## src/rtl/core/pls_pkg.sv

```systemverilog
// ----------------------------------------------------------------------------
// pls_pkg
// Shared request and response types, request codes and status codes for the
// positional list store.
// ----------------------------------------------------------------------------
package pls_pkg;

	// Request codes.
	localparam logic [2:0] REQ_INS_FRONT = 3'd0;
	localparam logic [2:0] REQ_INS_BACK  = 3'd1;
	localparam logic [2:0] REQ_INS_AT    = 3'd2;
	localparam logic [2:0] REQ_DEL_FRONT = 3'd3;
	localparam logic [2:0] REQ_DEL_BACK  = 3'd4;
	localparam logic [2:0] REQ_DEL_AT    = 3'd5;
	localparam logic [2:0] REQ_READ_AT   = 3'd6;

	// Status codes.
	localparam logic [1:0] ST_OK     = 2'd0;
	localparam logic [1:0] ST_BADPOS = 2'd1;
	localparam logic [1:0] ST_FULL   = 2'd2;
	localparam logic [1:0] ST_EMPTY  = 2'd3;

	typedef struct packed {
		logic [2:0]         req_type;
		logic signed [31:0] value;
		logic [7:0]         position;
	} req_t;

	typedef struct packed {
		logic [1:0]         status;
		logic [5:0]         size_now;
		logic signed [31:0] read_value;
	} rsp_t;

	// Decoded action for the storage cells and the result register.
	typedef struct packed {
		logic       ins;
		logic       del;
		logic       rd;
		logic [1:0] status;
	} op_t;

endpackage

```

## src/rtl/core/pls_ctrl.sv

```systemverilog
// ----------------------------------------------------------------------------
// pls_ctrl
// Decodes one request against the current size: checks the position, the
// full and empty conditions, and picks the cell index and the next size.
// ----------------------------------------------------------------------------
module pls_ctrl #(
	parameter int CAPACITY = 32
) (
	input  pls_pkg::req_t                     req,
	input  logic [$clog2(CAPACITY+1)-1:0]     size,
	output pls_pkg::op_t                      op,
	output logic [$clog2(CAPACITY)-1:0]       idx,
	output logic [$clog2(CAPACITY+1)-1:0]     size_nxt
);

	localparam int IW = $clog2(CAPACITY);
	localparam int SW = $clog2(CAPACITY + 1);
	localparam int CW = (SW + 1 > 9) ? SW + 1 : 9;

	logic [CW-1:0] pos_c;
	logic [CW-1:0] size_c;
	logic          full;
	logic          empty;
	logic          pos_zero;

	assign pos_c    = CW'(req.position);
	assign size_c   = CW'(size);
	assign full     = (size_c == CW'(CAPACITY));
	assign empty    = (size == '0);
	assign pos_zero = (req.position == 8'd0);

	always_comb begin
		op     = '{ins: 1'b0, del: 1'b0, rd: 1'b0, status: pls_pkg::ST_OK};
		idx    = '0;
		unique case (req.req_type)
			pls_pkg::REQ_INS_FRONT: begin
				if (full) op.status = pls_pkg::ST_FULL;
				else op.ins = 1'b1;
			end
			pls_pkg::REQ_INS_BACK: begin
				if (full) op.status = pls_pkg::ST_FULL;
				else op.ins = 1'b1;
				idx = IW'(size);
			end
			pls_pkg::REQ_INS_AT: begin
				if (pos_zero || pos_c > size_c + CW'(1)) op.status = pls_pkg::ST_BADPOS;
				else if (full) op.status = pls_pkg::ST_FULL;
				else op.ins = 1'b1;
				idx = IW'(pos_c - CW'(1));
			end
			pls_pkg::REQ_DEL_FRONT: begin
				if (empty) op.status = pls_pkg::ST_EMPTY;
				else op.del = 1'b1;
			end
			pls_pkg::REQ_DEL_BACK: begin
				if (empty) op.status = pls_pkg::ST_EMPTY;
				else op.del = 1'b1;
				idx = IW'(size_c - CW'(1));
			end
			pls_pkg::REQ_DEL_AT: begin
				if (empty) op.status = pls_pkg::ST_EMPTY;
				else if (pos_zero || pos_c > size_c) op.status = pls_pkg::ST_BADPOS;
				else op.del = 1'b1;
				idx = IW'(pos_c - CW'(1));
			end
			pls_pkg::REQ_READ_AT: begin
				if (pos_zero || pos_c > size_c) op.status = pls_pkg::ST_BADPOS;
				else op.rd = 1'b1;
				idx = IW'(pos_c - CW'(1));
			end
			default: begin
			end
		endcase
	end

	always_comb begin
		if (op.ins) size_nxt = size + SW'(1);
		else if (op.del) size_nxt = size - SW'(1);
		else size_nxt = size;
	end

endmodule

```

## src/rtl/core/pls_cells.sv

```systemverilog
// ----------------------------------------------------------------------------
// pls_cells
// Row of storage cells. Each cell compares its own index with the request
// index and takes the new value, its left neighbor or its right neighbor.
// ----------------------------------------------------------------------------
module pls_cells #(
	parameter int CAPACITY = 32
) (
	input  logic                        clk,
	input  logic                        upd,
	input  pls_pkg::op_t                op,
	input  logic [$clog2(CAPACITY)-1:0] idx,
	input  logic signed [31:0]          value,
	output logic signed [31:0]          rd_data
);

	localparam int IW = $clog2(CAPACITY);

	logic signed [31:0] entries_q [CAPACITY];

	for (genvar i = 0; i < CAPACITY; i++) begin : g_cell
		logic signed [31:0] left;
		logic signed [31:0] right;

		if (i == 0) begin : g_first
			assign left = value;
		end else begin : g_mid_l
			assign left = entries_q[i-1];
		end
		if (i == CAPACITY - 1) begin : g_last
			assign right = entries_q[i];
		end else begin : g_mid_r
			assign right = entries_q[i+1];
		end

		always_ff @(posedge clk) begin
			if (upd && op.ins) begin
				if (IW'(i) == idx) entries_q[i] <= value;
				else if (IW'(i) > idx) entries_q[i] <= left;
			end else if (upd && op.del) begin
				if (IW'(i) >= idx) entries_q[i] <= right;
			end
		end
	end

	assign rd_data = entries_q[idx];

endmodule

```

## src/rtl/core/positional_list_store.sv

```systemverilog
// ----------------------------------------------------------------------------
// positional_list_store
// Bounded ordered list of signed 32-bit values; insert/delete at front, back
// or any 1-based position, read at any position; one response per request.
// ----------------------------------------------------------------------------
//
//   channel  | signals                        | direction
//   ---------+--------------------------------+----------
//   request  | req_valid, req_ready, req      | in
//   response | rsp_valid, rsp_ready, rsp      | out
//
// Each request waits in the input register and is decoded and applied to the
// cell row as it moves into the response register, so a new request is taken
// every cycle while responses are drained.
// The cells shift in parallel; the only per-request loop is the row of
// CAPACITY cell compares.
// Reset clears the size and the handshake state; cell contents are left as is.
// A stalled response holds the input register, which then drops req_ready.
//
module positional_list_store #(
	parameter int CAPACITY = 32
) (
	input  logic           clk,
	input  logic           arst_n,
	input  logic           req_valid,
	output logic           req_ready,
	input  pls_pkg::req_t  req,
	output logic           rsp_valid,
	input  logic           rsp_ready,
	output pls_pkg::rsp_t  rsp
);

	localparam int IW = $clog2(CAPACITY);
	localparam int SW = $clog2(CAPACITY + 1);

	// Input register.
	logic          valid_s1;
	pls_pkg::req_t req_s1;

	// Stored size and response register.
	logic [SW-1:0] size_q;
	logic          rsp_valid_q;
	pls_pkg::rsp_t rsp_q;

	// Decode results.
	pls_pkg::op_t       op;
	logic [IW-1:0]      idx;
	logic [SW-1:0]      size_nxt;
	logic signed [31:0] rd_data;
	logic               advance;

	// The request in the input register moves on when the response slot is
	// free or being emptied in this cycle.
	assign advance   = valid_s1 && (!rsp_valid_q || rsp_ready);
	assign req_ready = !valid_s1 || advance;

	always_ff @(posedge clk or negedge arst_n) begin
		if (!arst_n) begin
			valid_s1 <= 1'b0;
		end else if (req_ready) begin
			valid_s1 <= req_valid;
		end
	end

	always_ff @(posedge clk) begin
		if (req_ready && req_valid) begin
			req_s1 <= req;
		end
	end

	pls_ctrl #(
		.CAPACITY (CAPACITY)
	) u_ctrl (
		.req      (req_s1),
		.size     (size_q),
		.op       (op),
		.idx      (idx),
		.size_nxt (size_nxt)
	);

	pls_cells #(
		.CAPACITY (CAPACITY)
	) u_cells (
		.clk     (clk),
		.upd     (advance),
		.op      (op),
		.idx     (idx),
		.value   (req_s1.value),
		.rd_data (rd_data)
	);

	// The size and the cells change together, at the moment the request
	// leaves the input register, so the next request sees the updated list.
	always_ff @(posedge clk or negedge arst_n) begin
		if (!arst_n) begin
			size_q      <= '0;
			rsp_valid_q <= 1'b0;
		end else if (advance) begin
			size_q      <= size_nxt;
			rsp_valid_q <= 1'b1;
		end else if (rsp_ready) begin
			rsp_valid_q <= 1'b0;
		end
	end

	// Accepted reads return the stored word; every other request returns zero.
	always_ff @(posedge clk) begin
		if (advance) begin
			rsp_q.status     <= op.status;
			rsp_q.size_now   <= 6'(size_nxt);
			rsp_q.read_value <= op.rd ? rd_data : 32'sd0;
		end
	end

	assign rsp_valid = rsp_valid_q;
	assign rsp       = rsp_q;

	// The size never goes beyond the number of cells.
	a_size_bound: assert property (@(posedge clk) disable iff (!arst_n)
		32'(size_q) <= CAPACITY)
		else $error("size exceeds capacity");

	// At most one kind of action is decoded for a request.
	a_one_action: assert property (@(posedge clk) disable iff (!arst_n)
		valid_s1 |-> $onehot0({op.ins, op.del, op.rd}))
		else $error("more than one action decoded");

	// An applied insert grows the list by one.
	a_ins_grow: assert property (@(posedge clk) disable iff (!arst_n)
		advance && op.ins |=> size_q == $past(size_q) + SW'(1))
		else $error("insert did not grow the size");

	// A refused request leaves the size alone.
	a_refused_hold: assert property (@(posedge clk) disable iff (!arst_n)
		advance && op.status != pls_pkg::ST_OK |=> $stable(size_q))
		else $error("refused request changed the size");

endmodule
```

## config.mk

```make
export PLATFORM = sky130hd
export DESIGN_NAME = positional_list_store
export DESIGN_NICKNAME = d
export VERILOG_FILES = /design/src/rtl/core/pls_pkg.sv /design/src/rtl/core/pls_ctrl.sv /design/src/rtl/core/pls_cells.sv /design/src/rtl/core/positional_list_store.sv
export SDC_FILE = /design/constraint.sdc
export NUM_CORES = 2
export LEC_CHECK = 0
export BUFFER_PORTS_ARGS = -buffer_cell sky130_fd_sc_hd__buf_2
export CORE_UTILIZATION = 45
export CTS_CLUSTER_DIAMETER = 30
export DETAILED_ROUTE_END_ITERATION = 8
export SYNTH_ARGS = -nofsm -noshare
export SYNTH_HDL_FRONTEND = slang
export SYNTH_SLANG_ARGS = --single-unit
```

## constraint.sdc

```tcl
create_clock -name clk -period 6.3 [get_ports clk]
set_clock_uncertainty 0.05 [all_clocks]
set_input_delay 1.26 -clock clk [delete_from_list [all_inputs] [get_ports clk]]
set_output_delay 1.26 -clock clk [all_outputs]
set_load 0.01 [all_outputs]
```

==> metrics.yaml <==
run_status:
  failed_checks: "design-rule violations"
  outcome: "complete, but fails checks"
final_layout:
  seq_area_um2: 33400
  layout-drive-gt1-share: 0.200
  finish.utilization: 0.551
  final_nets: 6410
  fin_area_um2: 79300
  fillers: 12400
  multi_input_area_um2: 30000
  area_delta_synth_final_pct: 21.2
sta:
  setup_tns_ns: 0
  slew_viol_final: 0
  rsz0062_at_grt: "false"
  fin_ws_ns: 0.609
  slew_headroom: 0.110
  post-route-min-period_ns: 5.69
  fmax_mhz: 176
  timing.hold.ws_ns: 0.158
  tightestPinTransition_ns: 1.33
  setup_violations: 0
  hold_viol: 0
  period_share: 0.903
worst_setup_path:
  path_buf_inv: 3
  reg2reg_slack_ns: 0.61
  critPathMaxStageDelay_ns: 1.04
  cp_slowest_cell: "a31oi_1"
  cp_max_fo: 18
  arrival_ns: 6.24
  required_ns: 6.85
  critPathLaunchType: "register"
  crit_type: "reg -> reg"
  path_delay_family: "compound AO/OA/AOI/OAI gates"
  critPathCaptureType: "register"
  cp_cell_sequence: "inv_2 -> o21ai_2 -> a21o_1 -> inv_1 -> ha_1 -> nor3b_1 -> nor3_4 -> nor2_4 -> buf_4 -> a32oi_1 -> a31oi_1 -> o21ai_0"
detailed_routing:
  first_iter_violations: 8684
  viasPerCell: 6.65
  routed-via-count: 56500
  ant_nets: 0
  wl_mm: 268
  highest_layer: "met5"
  drc: 2
  drt_pre_antenna_iters: 8
  route.met3.wl_mm: 37.5
  wl_met2_mm: 111
  wl_met1_mm: 104
  wl_per_cell_um: 31.6
clocking:
  clock_latency_ns: 0.93
  cts_buffers: 323
  holdBufCountCts: 0
  cts_root_buffer: "clkbuf_16"
  clk_path_buf_depth: 4
  ctsResizeCount: 0
  cts_tree: "built"
  post_cts_buffers: 0
  clock_sinks: 1115
  h-tree-depth: 5
  path_clk_slew_ns: 0.05
global_route:
  grt_pass1_wl_mm: 384
  grt_max_degree: 118
  grt_pass1_vias: 53300
  grt_usage: 0.356
  grt_overflow: 0
  antenna_found_initial: 21
pwr:
  p_clk_frac: 0.467
  p_int_w: 0.0235
  pwr-share-comb: 0.244
  swShare: 0.332
  p_per_area_nw_per_um2: 443
  seq_power_share: 0.289
  ir_drop_mv: 0.431
  leakage_nw: 27.5
  power_switching_w: 0.0117
synthesis:
  seq_area_frac_synth: 0.511
  synth_ff_type: "edfxtp_1"
  synth-simple-area-share: 0.113
  synth_edf_count: 1107
  netlist_instances: 6301
  synth_fp_nets: 6364
  synthXorXnorAreaFrac: 0.00241
  synthAdderAreaFrac: 0.00306
  synth_area_um2: 65500
  synth_mux_area_frac: 0.172
  yosys_warnings: 0
  synth_compound_area_frac: 0.157
  synth_top_family_by_area: "multiplexers"
  synth-seq-cells: 1115
  synth_async_sr_flop_share: 0.00717
  synth_cell_types: 86
  syn_area_per_cell_um2: 10.4
placement:
  hpwl_mm: 173
  routabilityCongestion: 1.00
  io_buffer_count: 88
  placed_area_um2: 68500
  place_ws_ns: 0.833
die:
  core_um2: 144000
  initial_core_util: 0.455
  die_w_um: 383
  die_y_um: 383
  die_area_um2: 147000
  ios: 89
  fp-row-count: 139
hold_path:
  hold_path_class: "in -> async"
flow_run:
  cap_violations: 0
## per-stage QoR
step / power (W) / instances
floorplan: 0.0147 / 6301
detailed placement: 0.0184 / 7925
CTS: 0.0348 / 8493
global placement: 0.0183 / 7925
global route: 0.0359 / 8493
finish: 0.0351 / 8496
## sequential cells by signal, summed over array words and instances, names as in the netlist
register	cells
size_q	6
req_s1	43
rsp_valid	1
u_cells.entries_q	1024
rsp	40
valid_s1	1
## path summary, 6_finish.rpt
kind                             from   endpoint  depth (start not counted)
max in group asynchronous      arst_n  size_q[4]                          1
min in group clk             valid_s1  rsp_valid                          1
setup reg to reg           req_s1[40]     rsp[1]                         12
hold / removal                 arst_n  size_q[5]                          1
hold reg to reg              valid_s1  rsp_valid                          1
setup / recovery           req_s1[40]     rsp[1]                         12
## synthesized netlist by cell type, drive strengths merged, types with 5 or more instances
master	count	area, um2
a221o	32	320
nand3	49	245
o31a	7	61.3
a211o	21	184
nor3	17	115
nor2	531	2020
o22ai	8	50.1
a311oi	5	43.8
nand4	17	106
a211oi	13	103
a21o	10	75.1
and2	6	37.5
o31ai	9	138
mux2i	663	6640
o311ai	6	52.6
o21a	5	37.5
ha	16	200
dfrtp	8	200
clkbuf	379	1420
o21ai	444	2240
xnor2	12	113
mux4	10	225
a221oi	78	683
a2bb2oi	66	578
buf	224	1220
nand2	1122	4220
inv	15	56.3
a31oi	272	1740
a22oi	5	37.5
nand2b	9	56.3
nor4	5	37.5
a32oi	102	893
mux2	393	4430
a21oi	520	2710
edfxtp	1107	33200
o211ai	16	130
and3	44	275
and4	5	43.8
a22o	5	43.8
## cells in the final DEF (no fill, tap or decap), types with 174 or more instances in the layout
cell,n
mux2i_1,663
nand2_1,1117
mux2_2,377
edfxtp_1,1107
buf_4,207
o21ai_0,259
clkbuf_16,332
o21ai_1,174
a31oi_1,267
a21oi_1,480
nor2_1,507
## layer usage
| layer | up-vias | track usage |
|---|---|---|
| met4 | 18 | 0.185 |
| met5 | - | 0 |
| met3 | 740 | 0.120 |
| li1 | 23800 | - |
| met1 | 27700 | 0.485 |
| met2 | 4257 | 0.500 |
## power groups by stage
stage | clock [W] | sequential [W] | combinational (W)
final | 0.0164 | 0.0102 | 0.00858
after global routing | 0.0169 | 0.0102 | 0.00881
after floorplan | 0 | 0.00983 | 0.00483
after CTS | 0.0165 | 0.0101 | 0.00827
after global placement | 0 | 0.0102 | 0.00815
after detailed placement | 0 | 0.0102 | 0.00824
## logic make-up (layout without fill, tap and decap cells)
logic type                 Yosys count  count (layout)
AOI/OAI and AO/OA                 1637            1637
xor gates and xnor gates            15              15
adders and majority gates           16              16
buffers and inverters              620             909
DFF                               1115            1115
muxes                             1066            1066
other                                0               3
and+or+nand+nor                   1832            1832
## area by class of cell
class | instances | share of cell area
Timing Repair Buffer | 324 | 0.0325
Clock inverter | 200 | 0.0300
Antenna cell | 3 | 0.0000947
Clock buffer | 368 | 0.106
Sequential cell | 1115 | 0.422
Inverter | 17 | 0.000805
Multi-Input combinational cell | 4566 | 0.378
Tap cell | 1903 | 0.0300
No activity file was read; power rests on OpenSTA's default activity.
